[config.mk]
export PLATFORM = sky130hd
export DESIGN_NAME = positional_pid_with_integral_clamp_top
export DESIGN_NICKNAME = d
export VERILOG_FILES = /design/src/rtl/core/ppid_pkg.sv /design/src/rtl/core/ppid_front.sv /design/src/rtl/core/ppid_mult.sv /design/src/rtl/core/ppid_out.sv /design/src/rtl/core/positional_pid_with_integral_clamp_top.sv
export SDC_FILE = /design/constraint.sdc
export NUM_CORES = 2
export LEC_CHECK = 0
export ABC_AREA = 1
export BUFFER_PORTS_ARGS = -buffer_cell sky130_fd_sc_hd__buf_2
export CORE_ASPECT_RATIO = 0.9
export CORE_UTILIZATION = 50
export DETAILED_ROUTE_END_ITERATION = 8
export PLACE_DENSITY = 0.74
export RECOVER_POWER = 100
export SLEW_MARGIN = 20
export SYNTH_ARGS = -nofsm -noshare
export SYNTH_HDL_FRONTEND = slang
export SYNTH_SLANG_ARGS = --single-unit
[constraint.sdc]
create_clock -name aclk -period 8.6 [get_ports aclk]
set_clock_uncertainty 0.05 [all_clocks]
set_input_delay 1.72 -clock aclk [delete_from_list [all_inputs] [get_ports aclk]]
set_output_delay 1.72 -clock aclk [all_outputs]
set_load 0.01 [all_outputs]
[src/rtl/core/ppid_pkg.sv]
// Shared types, widths, register indexes and reset values for the PID controller.
// No dependencies; every other file in rtl/core imports this package.
`timescale 1ns / 1ps
`default_nettype none

package ppid_pkg;

    // Field widths
    localparam int SAMPLE_W  = 16;               // measured sample and setpoint
    localparam int GAIN_W    = 16;               // Q8.8 gains
    localparam int FRAC_W    = 8;                // fraction bits of the gains
    localparam int ERR_W     = SAMPLE_W + 1;     // setpoint - measured
    localparam int DERIV_W   = ERR_W + 1;        // error - previous error
    localparam int INTEG_W   = 32;               // integral state and clamp limits
    localparam int SUM_W     = INTEG_W + 1;      // integral + error before clamping
    localparam int DRIVE_W   = 32;
    localparam int P_W       = GAIN_W + ERR_W;
    localparam int I_W       = GAIN_W + INTEG_W;
    localparam int D_W       = GAIN_W + DERIV_W;
    localparam int ACC_W     = I_W + 2;          // room for the three-term sum
    localparam int SHIFT_W   = ACC_W - FRAC_W;
    localparam int CFG_IDX_W = 3;
    localparam int CFG_DAT_W = 32;
    localparam int S_DATA_W  = 16;
    localparam int M_DATA_W  = 56;

    // Register indexes
    localparam logic [CFG_IDX_W-1:0] REG_SETPOINT = 3'd0;
    localparam logic [CFG_IDX_W-1:0] REG_GAIN_P   = 3'd1;
    localparam logic [CFG_IDX_W-1:0] REG_GAIN_I   = 3'd2;
    localparam logic [CFG_IDX_W-1:0] REG_GAIN_D   = 3'd3;
    localparam logic [CFG_IDX_W-1:0] REG_INT_UP   = 3'd4;
    localparam logic [CFG_IDX_W-1:0] REG_INT_LO   = 3'd5;

    // Reset values
    localparam logic signed [SAMPLE_W-1:0] SETPOINT_RST = 16'sd12;
    localparam logic signed [GAIN_W-1:0]   GAIN_P_RST   = 16'sd13312;
    localparam logic signed [GAIN_W-1:0]   GAIN_I_RST   = 16'sd512;
    localparam logic signed [GAIN_W-1:0]   GAIN_D_RST   = 16'sd0;
    localparam logic signed [INTEG_W-1:0]  INT_UP_RST   = 32'sh7FFF_FFFF;
    localparam logic signed [INTEG_W-1:0]  INT_LO_RST   = 32'sh8000_0000;

    localparam logic signed [DRIVE_W-1:0]  DRIVE_MAX    = 32'sh7FFF_FFFF;
    localparam logic signed [DRIVE_W-1:0]  DRIVE_MIN    = 32'sh8000_0000;

    // Configuration as seen by the datapath
    typedef struct packed {
        logic signed [SAMPLE_W-1:0] setpoint;
        logic signed [GAIN_W-1:0]   gain_p;
        logic signed [GAIN_W-1:0]   gain_i;
        logic signed [GAIN_W-1:0]   gain_d;
        logic signed [INTEG_W-1:0]  int_upper;
        logic signed [INTEG_W-1:0]  int_lower;
    } cfg_t;

    // Error stage result
    typedef struct packed {
        logic signed [ERR_W-1:0]   err;
        logic signed [INTEG_W-1:0] integ;
        logic signed [DERIV_W-1:0] deriv;
    } front_t;

    // Product stage result
    typedef struct packed {
        logic signed [P_W-1:0]   p_term;
        logic signed [I_W-1:0]   i_term;
        logic signed [D_W-1:0]   d_term;
        logic signed [ERR_W-1:0] err;
    } prod_t;

endpackage

`default_nettype wire

[src/rtl/core/ppid_front.sv]
// Input register, error/integral/derivative stage and the controller state.
// Depends on ppid_pkg.
`timescale 1ns / 1ps
`default_nettype none

module ppid_front import ppid_pkg::*; (
    input  wire logic                       aclk,
    input  wire logic                       aresetn,
    input  wire cfg_t                       cfg,
    input  wire logic                       in_valid,
    output logic                            in_ready,
    input  wire logic signed [SAMPLE_W-1:0] in_meas,
    output logic                            out_valid,
    input  wire logic                       out_ready,
    output front_t                          out_res
);

    logic                       meas_vld_reg;
    logic signed [SAMPLE_W-1:0] meas_reg;
    logic                       res_vld_reg;
    front_t                     res_reg;
    logic signed [INTEG_W-1:0]  integral_reg;
    logic signed [ERR_W-1:0]    prev_err_reg;

    logic                       out_advance;
    logic                       fire;
    logic signed [ERR_W-1:0]    err_c;
    logic signed [SUM_W-1:0]    sum_c;
    logic signed [SUM_W-1:0]    up_c;
    logic signed [SUM_W-1:0]    lo_c;
    logic signed [SUM_W-1:0]    hi_clip_c;
    logic signed [SUM_W-1:0]    clip_c;
    logic signed [DERIV_W-1:0]  deriv_c;
    front_t                     res_next;

    // Stage handshake
    assign out_advance = !res_vld_reg || out_ready;
    assign in_ready    = !meas_vld_reg || out_advance;
    assign fire        = meas_vld_reg && out_advance;

    // Error, clamped integral (upper first, lower last) and derivative
    always_comb begin
        err_c     = $signed({cfg.setpoint[SAMPLE_W-1], cfg.setpoint})
                  - $signed({meas_reg[SAMPLE_W-1], meas_reg});
        sum_c     = $signed({integral_reg[INTEG_W-1], integral_reg})
                  + $signed({{(SUM_W-ERR_W){err_c[ERR_W-1]}}, err_c});
        up_c      = $signed({cfg.int_upper[INTEG_W-1], cfg.int_upper});
        lo_c      = $signed({cfg.int_lower[INTEG_W-1], cfg.int_lower});
        hi_clip_c = (sum_c > up_c) ? up_c : sum_c;
        clip_c    = (hi_clip_c < lo_c) ? lo_c : hi_clip_c;
        deriv_c   = $signed({err_c[ERR_W-1], err_c})
                  - $signed({prev_err_reg[ERR_W-1], prev_err_reg});
        res_next.err   = err_c;
        res_next.integ = clip_c[INTEG_W-1:0];
        res_next.deriv = deriv_c;
    end

    // Valid flags and controller state
    always_ff @(posedge aclk) begin
        if (!aresetn) begin
            meas_vld_reg <= 1'b0;
            res_vld_reg  <= 1'b0;
            integral_reg <= '0;
            prev_err_reg <= '0;
        end else begin
            if (in_ready) begin
                meas_vld_reg <= in_valid;
            end
            if (out_advance) begin
                res_vld_reg <= meas_vld_reg;
            end
            if (fire) begin
                integral_reg <= res_next.integ;
                prev_err_reg <= res_next.err;
            end
        end
    end

    // Payload registers
    always_ff @(posedge aclk) begin
        if (in_ready && in_valid) begin
            meas_reg <= in_meas;
        end
        if (fire) begin
            res_reg <= res_next;
        end
    end

    assign out_valid = res_vld_reg;
    assign out_res   = res_reg;

    // Integral stays inside ordered limits after every update
    a_integ_in_limits: assert property (@(posedge aclk) disable iff (!aresetn)
        (fire && (cfg.int_lower <= cfg.int_upper)) |=>
        ((integral_reg <= $past(cfg.int_upper)) && (integral_reg >= $past(cfg.int_lower))))
        else $error("integral left the clamp window");

    // Crossed limits leave the integral at the lower limit
    a_integ_crossed: assert property (@(posedge aclk) disable iff (!aresetn)
        (fire && (cfg.int_lower > cfg.int_upper)) |=>
        (integral_reg == $past(cfg.int_lower)))
        else $error("crossed limits did not resolve to lower limit");

    // Stored previous error matches the error handed downstream
    a_prev_err: assert property (@(posedge aclk) disable iff (!aresetn)
        fire |=> (prev_err_reg == res_reg.err))
        else $error("previous error out of step with stage output");

endmodule

`default_nettype wire

[src/rtl/core/ppid_mult.sv]
// Product stage: the three gain multiplications, registered.
// Depends on ppid_pkg.
`timescale 1ns / 1ps
`default_nettype none

module ppid_mult import ppid_pkg::*; (
    input  wire logic   aclk,
    input  wire logic   aresetn,
    input  wire cfg_t   cfg,
    input  wire logic   in_valid,
    output logic        in_ready,
    input  wire front_t in_res,
    output logic        out_valid,
    input  wire logic   out_ready,
    output prod_t       out_prod
);

    logic  prod_vld_reg;
    prod_t prod_reg;
    prod_t prod_next;

    assign in_ready = !prod_vld_reg || out_ready;

    // Signed gain products at full precision
    always_comb begin
        prod_next.p_term = $signed({{(P_W-GAIN_W){cfg.gain_p[GAIN_W-1]}}, cfg.gain_p})
                         * $signed({{(P_W-ERR_W){in_res.err[ERR_W-1]}}, in_res.err});
        prod_next.i_term = $signed({{(I_W-GAIN_W){cfg.gain_i[GAIN_W-1]}}, cfg.gain_i})
                         * $signed({{(I_W-INTEG_W){in_res.integ[INTEG_W-1]}}, in_res.integ});
        prod_next.d_term = $signed({{(D_W-GAIN_W){cfg.gain_d[GAIN_W-1]}}, cfg.gain_d})
                         * $signed({{(D_W-DERIV_W){in_res.deriv[DERIV_W-1]}}, in_res.deriv});
        prod_next.err    = in_res.err;
    end

    always_ff @(posedge aclk) begin
        if (!aresetn) begin
            prod_vld_reg <= 1'b0;
        end else if (in_ready) begin
            prod_vld_reg <= in_valid;
        end
    end

    always_ff @(posedge aclk) begin
        if (in_ready && in_valid) begin
            prod_reg <= prod_next;
        end
    end

    assign out_valid = prod_vld_reg;
    assign out_prod  = prod_reg;

endmodule

`default_nettype wire

[src/rtl/core/ppid_out.sv]
// Output stage: sum of terms, floor shift by the gain fraction, saturation,
// and the result register. Depends on ppid_pkg.
`timescale 1ns / 1ps
`default_nettype none

module ppid_out import ppid_pkg::*; (
    input  wire logic                   aclk,
    input  wire logic                   aresetn,
    input  wire logic                   in_valid,
    output logic                        in_ready,
    input  wire prod_t                  in_prod,
    output logic                        out_valid,
    input  wire logic                   out_ready,
    output logic signed [DRIVE_W-1:0]   out_drive,
    output logic signed [ERR_W-1:0]     out_err
);

    logic                       out_vld_reg;
    logic signed [DRIVE_W-1:0]  drive_reg;
    logic signed [ERR_W-1:0]    err_reg;

    logic                       fire;
    logic signed [ACC_W-1:0]    acc_c;
    logic signed [SHIFT_W-1:0]  shifted_c;
    logic signed [DRIVE_W-1:0]  drive_next;

    assign in_ready = !out_vld_reg || out_ready;
    assign fire     = in_ready && in_valid;

    // Sum, arithmetic shift (rounds toward minus infinity), saturate
    always_comb begin
        acc_c = $signed({{(ACC_W-P_W){in_prod.p_term[P_W-1]}}, in_prod.p_term})
              + $signed({{(ACC_W-I_W){in_prod.i_term[I_W-1]}}, in_prod.i_term})
              + $signed({{(ACC_W-D_W){in_prod.d_term[D_W-1]}}, in_prod.d_term});
        shifted_c = acc_c[ACC_W-1:FRAC_W];
        if (shifted_c[SHIFT_W-1:DRIVE_W-1] == '0 ||
            shifted_c[SHIFT_W-1:DRIVE_W-1] == '1) begin
            drive_next = shifted_c[DRIVE_W-1:0];
        end else if (shifted_c[SHIFT_W-1]) begin
            drive_next = DRIVE_MIN;
        end else begin
            drive_next = DRIVE_MAX;
        end
    end

    always_ff @(posedge aclk) begin
        if (!aresetn) begin
            out_vld_reg <= 1'b0;
        end else if (in_ready) begin
            out_vld_reg <= in_valid;
        end
    end

    always_ff @(posedge aclk) begin
        if (fire) begin
            drive_reg <= drive_next;
            err_reg   <= in_prod.err;
        end
    end

    assign out_valid = out_vld_reg;
    assign out_drive = drive_reg;
    assign out_err   = err_reg;

    // Shift and saturation keep the sign of the raw sum
    a_drive_sign: assert property (@(posedge aclk) disable iff (!aresetn)
        fire |=> (drive_reg[DRIVE_W-1] == $past(acc_c[ACC_W-1])))
        else $error("drive sign differs from sum sign");

    // A non-negative shifted sum inside 32-bit range passes through unsaturated
    a_sat_cause: assert property (@(posedge aclk) disable iff (!aresetn)
        (fire && (shifted_c[SHIFT_W-1:DRIVE_W-1] == '0)) |=>
        (drive_reg == $past(shifted_c[DRIVE_W-1:0])))
        else $error("in-range drive was altered");

endmodule

`default_nettype wire

[src/rtl/core/positional_pid_with_integral_clamp_top.sv]
// Top level of the positional PID controller with integral clamp:
// configuration registers, stream ports and the three datapath stages.
// Depends on ppid_pkg, ppid_front, ppid_mult, ppid_out.
//
// Usage:
//   Each transaction on the s_ channel carries one signed measured sample.
//   Each produces one transaction on the m_ channel with the saturated
//   drive and the error of that sample (setpoint - measured).
//   Registers are written through cfg_we/cfg_index/cfg_wdata: 0 setpoint,
//   1..3 gains P/I/D (signed Q8.8), 4 upper and 5 lower integral limit.
//   Writes to other indexes are dropped. Write only while the block is idle.
//   A result passes through the input register, error/integral stage,
//   product stage and output register.
//   Throughput: one transaction per cycle unless the receiver stalls; the
//   integral/previous-error update is combinational; samples go back to back.
//   Reset (aresetn low, synchronous) empties all stages, clears the
//   integral and previous error and loads the register defaults.
//   When the receiver stalls, each stage holds and fills in turn; s_tready
//   falls only once every stage holds an item.
`timescale 1ns / 1ps
`default_nettype none

module positional_pid_with_integral_clamp_top import ppid_pkg::*; (
    input  wire logic                  aclk,
    input  wire logic                  aresetn,
    // configuration write port
    input  wire logic                  cfg_we,
    input  wire logic [CFG_IDX_W-1:0]  cfg_index,
    input  wire logic [CFG_DAT_W-1:0]  cfg_wdata,
    // input stream
    input  wire logic                  s_tvalid,
    output logic                       s_tready,
    input  wire logic [S_DATA_W-1:0]   s_tdata,   // [15:0] measured
    // result stream
    output logic                       m_tvalid,
    input  wire logic                  m_tready,
    output logic [M_DATA_W-1:0]        m_tdata    // [31:0] drive, [48:32] error_now, rest 0
);

    cfg_t                       cfg_reg;
    logic                       front_valid;
    logic                       front_ready;
    front_t                     front_res;
    logic                       mult_valid;
    logic                       mult_ready;
    prod_t                      mult_prod;
    logic signed [DRIVE_W-1:0]  drive;
    logic signed [ERR_W-1:0]    error_now;

    // Configuration registers
    always_ff @(posedge aclk) begin
        if (!aresetn) begin
            cfg_reg.setpoint  <= SETPOINT_RST;
            cfg_reg.gain_p    <= GAIN_P_RST;
            cfg_reg.gain_i    <= GAIN_I_RST;
            cfg_reg.gain_d    <= GAIN_D_RST;
            cfg_reg.int_upper <= INT_UP_RST;
            cfg_reg.int_lower <= INT_LO_RST;
        end else if (cfg_we) begin
            unique case (cfg_index)
                REG_SETPOINT: cfg_reg.setpoint  <= cfg_wdata[SAMPLE_W-1:0];
                REG_GAIN_P:   cfg_reg.gain_p    <= cfg_wdata[GAIN_W-1:0];
                REG_GAIN_I:   cfg_reg.gain_i    <= cfg_wdata[GAIN_W-1:0];
                REG_GAIN_D:   cfg_reg.gain_d    <= cfg_wdata[GAIN_W-1:0];
                REG_INT_UP:   cfg_reg.int_upper <= cfg_wdata[INTEG_W-1:0];
                REG_INT_LO:   cfg_reg.int_lower <= cfg_wdata[INTEG_W-1:0];
                default: begin
                end
            endcase
        end
    end

    ppid_front u_front (
        .aclk      (aclk),
        .aresetn   (aresetn),
        .cfg       (cfg_reg),
        .in_valid  (s_tvalid),
        .in_ready  (s_tready),
        .in_meas   (s_tdata[SAMPLE_W-1:0]),
        .out_valid (front_valid),
        .out_ready (front_ready),
        .out_res   (front_res)
    );

    ppid_mult u_mult (
        .aclk      (aclk),
        .aresetn   (aresetn),
        .cfg       (cfg_reg),
        .in_valid  (front_valid),
        .in_ready  (front_ready),
        .in_res    (front_res),
        .out_valid (mult_valid),
        .out_ready (mult_ready),
        .out_prod  (mult_prod)
    );

    ppid_out u_out (
        .aclk      (aclk),
        .aresetn   (aresetn),
        .in_valid  (mult_valid),
        .in_ready  (mult_ready),
        .in_prod   (mult_prod),
        .out_valid (m_tvalid),
        .out_ready (m_tready),
        .out_drive (drive),
        .out_err   (error_now)
    );

    assign m_tdata = {{(M_DATA_W-DRIVE_W-ERR_W){1'b0}}, error_now, drive};

endmodule

`default_nettype wire
==> results.md <==
- The flow ran to the end, but the final reports show violations.
- The checks that failed: capacitance limit, slew limit.
- The multi-input gate area in the final layout is 44510 um^2.
- After the first detailed-routing iteration, the DRC count stood at 4575.
- The number of cells on the worst reg-to-reg path is 20.
- Summed over all nets, the half-perimeter wirelength after detailed placement is 144000 um.
- The required arrival time at the worst endpoint is 8.91 ns.
- The worst path uses 92.35% of the clock period.
- The register bit total from synthesis is 445.
- In this run the remaining antenna-violating nets after routing total 0.
- Overall power consumption after layout is estimated at 20890 uW.
- The cell repeated most along the worst path is sky130_fd_sc_hd__fa_1.
- For this run, the detailed router's first-pass iteration total came to 6.
- Summing the areas of all fa, ha and maj instances in the mapped netlist gives 43.47% of the synthesized area.
- The max capacitance violation total is 7.
- Setup repair after global routing left no endpoint under its margin.
- Prior to clock tree synthesis, the placed netlist has a worst setup slack of -0.01554 ns.
- Hold repair after CTS inserted 0 buffers.
- At the later pin of the worst-skew pair, clock insertion delay measures 0.66 ns.
- The starting utilization of the core area is 50.45%.
- The region available for standard cell placement spans 127100 um^2.
- Cells fill 53.35% of the core in the end.
- Of the cells placed in the final design, the portion with a size suffix greater than 1 is 4.381%.
- After detailed routing, the number of remaining DRC violations is 0.
- The worst setup path is captured at a flip-flop.
- The synthesis warning total is 0.
- The maximum frequency from static timing analysis is 125.9 MHz.
- The via count of the first global-routing pass is 52550.
- Each instance of the synthesized netlist takes up on average 8.367 um^2.
- The signal on the critical path passes through clkbuf_1 -> nand2_1 -> inv_1 -> fa_1 -> fa_1 -> inv_1 -> fa_1 -> fa_1 -> fa_1 -> fa_1 -> inv_1 -> ha_1 -> nand2_1 -> nor4_1 -> nand3_1 -> nand3_1 -> a31o_2 -> nand3_1 -> nand2_1 -> xor2_1.
- For this run, the total global-route usage over all layers was measured as 28.43%.
- The setup path with the least slack is of type reg -> reg.
- The initial antenna violation count is 5.
- Net switching is 54.54% of the power.
- Among all flip-flop cells after synthesis, the most frequent one is sky130_fd_sc_hd__edfxtp_1.
- In this run the number of cells on the critical path is 20.
- The portion of total power attributed to the clock network is 10.4%.
- The number of clock sinks seen by CTS is 445.
- The top cell family by delay on the critical path is adder cells.
- In this run the deepest clock path goes through 3 buffers.
- The number of buffer and inverter instances along the worst setup path is 4.
- The area after detailed placement is 66120 um^2.
- Clock-pin slew was measured on the worst setup and hold paths at 0.06 ns.
- The portion of netlist area occupied by mux cells is 0%.
- The leakage component of the power is 0.03292 uW.
- The maximum VDD drop is 252.1 uV.
- The final count of pins violating max slew is 418.
- The number of H-tree branching levels is 2.
- The share of synthesized cell area in and, or, nand and nor gates is 15.53%.
- After the last flow step, the layout net total stands at 9229.
- The mapped netlist covers 64100 um^2.
- The TritonCTS clock tree is done.
- The buffer cell driving the clock tree root is sky130_fd_sc_hd__clkbuf_16.
- The number of cells traversed by the worst hold path is 0.
- The floorplan step defined a die boundary enclosing 129600 um^2.
- Counting flops with a built-in enable in the synthesized netlist gives 264.
- The most frequently used cell type in the post-synthesis netlist is sky130_fd_sc_hd__inv_1.
- The post-detailed-route wirelength per cell is 19.16 um.
- In the synthesized netlist the async set-or-reset flop fraction comes to 0%.
- The cell at the slowest stage of the critical path is sky130_fd_sc_hd__fa_1.
- Synthesis handed over a netlist of 7661 instances.
- The sequential cells in the finished layout cover a total of 11550 um^2.
- Compared with the post-synthesis result, the final layout area differs by 5.751%.
- The register with the most flip-flops in the layout has 132 of them.
- The final critical-path setup slack is 0.6581 ns.
- The post-synthesis xor/xnor area fraction is 3.006%.
- Cell internal power was estimated by the tool at 9495 uW.
- The global-route wire length before repair is 287600 um.
- The overall routed net length is 179100 um.
- The minimum setup slack among reg-to-reg paths is 0.66 ns.
- For the worst setup path, the data arrival time is 8.25 ns.
- The count of fill cells added during filler insertion is 11670.
- The measured slew at the worst slew-check pin is 3.599 ns.
- The worst setup path is launched from a flip-flop.
- After detailed routing, the number of vias per cell comes to 5.356.
- Dividing total power by cell area gives a power density of 308.2 nW/um^2.
- Ranked by instance count, the synthesized netlist is headed by sky130_fd_sc_hd__inv_1, sky130_fd_sc_hd__nand2_1, sky130_fd_sc_hd__fa_1.
- The detailed router placed 50070 vias in this run.
- The vertical extent of the die is 341.7 um.
- In the post-synthesis netlist, the biggest area contributors are sky130_fd_sc_hd__fa_1, sky130_fd_sc_hd__edfxtp_1, sky130_fd_sc_hd__inv_1.
- Global routing finished with a remaining overflow of 0.
- The minimum clock period after layout is 7.942 ns.
- Entering global routing, the biggest net connects 96 pins.
- Buffers placed on the I/O ports in this run total 106.
- After synthesis, the largest family of logic cells by area is adder cells.
- The number of buffers created by CTS is 48.
- Measured along the x axis, the die boundary spans 379.4 um.
- Summing all non-filler instances in the final layout gives an area of 67790 um^2.
- Routability-driven placement finished with a final weighted congestion of 0.9616.
- Sequential cells were found to cover 18.02% of the synthesized design area.
- The part of the power in combinational logic is 70.1%.
- The initialized floorplan defines 124 standard-cell rows.
- The synthesized-area fraction occupied by ao, oa, aoi and oai cells is 7.177%.
- The number of top-level pins is 114.
- The library cell occupying the most area in the post-synthesis netlist is sky130_fd_sc_hd__fa_1.
- The sequential fraction of design power is 19.5%.
- In this run, distinct cell masters in the synthesized netlist total 61.
- The path class of the tightest hold or removal check is reg -> reg.
- The total of endpoints with negative setup slack in the final report is 0.
- The total count of hold-check failures in the final report is 0.
- The aggregate negative setup slack is 0 ns.
- The largest fanout of any net on the critical path is 17.
- Summed over all nets, the switching power comes to 11390 uW.
- The worst slew margin relative to its limit is -139.9%.
- In this design, the stage delay of the slowest critical-path cell is 0.91 ns.
- The share of the synthesized area in the top cell type is 34.42%.
[worst register-to-register path: stages, from the launching register on]
cell and delay, ns:
sky130_fd_sc_hd__edfxtp_1 0.41, sky130_fd_sc_hd__clkbuf_1 0.74, sky130_fd_sc_hd__nand2_1 0.24, sky130_fd_sc_hd__inv_1 0.18, sky130_fd_sc_hd__fa_1 0.53, sky130_fd_sc_hd__fa_1 0.91
sky130_fd_sc_hd__inv_1 0.12, sky130_fd_sc_hd__fa_1 0.48, sky130_fd_sc_hd__fa_1 0.58, sky130_fd_sc_hd__fa_1 0.43, sky130_fd_sc_hd__fa_1 0.50, sky130_fd_sc_hd__inv_1 0.04
sky130_fd_sc_hd__ha_1 0.41, sky130_fd_sc_hd__nand2_1 0.19, sky130_fd_sc_hd__nor4_1 0.53, sky130_fd_sc_hd__nand3_1 0.17, sky130_fd_sc_hd__nand3_1 0.20, sky130_fd_sc_hd__a31o_2 0.24
sky130_fd_sc_hd__nand3_1 0.08, sky130_fd_sc_hd__nand2_1 0.08, sky130_fd_sc_hd__xor2_1 0.51
[worst paths after layout]
kind	end	startpoint
max	u_mult.out_prod[128]$_DFFE_PP_	u_front.out_res[66]$_DFFE_PP_
min	u_out.out_err[7]$_DFFE_PP_	u_mult.out_prod[7]$_DFFE_PP_
max reg2reg	u_mult.out_prod[128]$_DFFE_PP_	u_front.out_res[66]$_DFFE_PP_
min reg2reg	u_out.out_err[7]$_DFFE_PP_	u_mult.out_prod[7]$_DFFE_PP_
[metrics by stage]
step,std cells,hold WS [ns]
6_report,9348,0.3680
5_1_grt,9347,0.3732
4_1_cts,9346,0.3667
3_5_place_dp,9257,0.3545
3_3_place_gp,9257,0.3522
2_1_floorplan,7667,0.3503
[layout by cell type, fill, tap and decap left out, drive strengths merged, types with 3 or more instances in the layout]
| cell | netlist | final |
|---|---|---|
| a211oi | 11 | 11 |
| a21boi | 17 | 17 |
| a21o | 19 | 19 |
| a21oi | 358 | 358 |
| a31oi | 32 | 32 |
| and3 | 6 | 6 |
| buf | 36 | 103 |
| clkbuf | 239 | 133 |
| clkinv | 5 | 15 |
| clkinvlp | 0 | 4 |
| conb | 1 | 7 |
| dfxtp | 181 | 181 |
| edfxtp | 264 | 264 |
| fa | 1102 | 1102 |
| ha | 464 | 464 |
| inv | 1874 | 1877 |
| nand2 | 1682 | 1682 |
| nand3 | 211 | 211 |
| nand4 | 23 | 23 |
| nor2 | 399 | 399 |
| nor3 | 40 | 40 |
| nor4 | 12 | 12 |
| o2111ai | 4 | 4 |
| o211ai | 42 | 42 |
| o21a | 16 | 16 |
| o21ai | 299 | 299 |
| o21bai | 17 | 17 |
| o221ai | 5 | 5 |
| o31ai | 3 | 3 |
| or2 | 68 | 68 |
| xnor2 | 79 | 79 |
| xor2 | 141 | 141 |
[per-layer routing]
metal  global-route usage, %  vias up  part of all wire, %
met4                   7.905        6                  2.9
met3                   5.659      309                  9.4
li1                        -    22880                    -
met2                   45.02     2190                   45
met5                       0        -                0.026
met1                   39.69    24690                   42
[layout make-up]
class | count | area share [%]
multi-input cells | 5068 | 65.66
flip-flops and latches | 445 | 17.05
inverters | 1879 | 10.41
well taps | 1701 | 3.140
clock buffers | 71 | 2.101
repair buffers | 165 | 1.336
clock inverters | 18 | 0.3064
diodes | 1 | 0.003692
[repair_timing]
action / in CTS / in global routing
pin swaps: 0 / 3
setup endpoints to repair: 44 / 64
hold endpoints to repair: 0 / 0
buffers inserted: 0 / 1
resized for setup: 1 / 44
[power groups by stage]
stage	combinational (uW)	sequential, uW	clock (uW)
floorplan	10500	3410	0
global placement	14100	4060	0
CTS	14400	4030	2190
global route	16300	4090	2280
finish	14700	4070	2170
detailed placement	14400	4070	0
[kinds of logic after synthesis]
family | Yosys count
AO/OA/AOI/OAI | 831
XOR/XNOR | 220
adder cells (fa/ha/maj) | 1566
buffers and inverters | 2154
flip-flops | 445
other | 1
AND/OR/NAND/NOR | 2444
(Power assumes the default switching activity.)
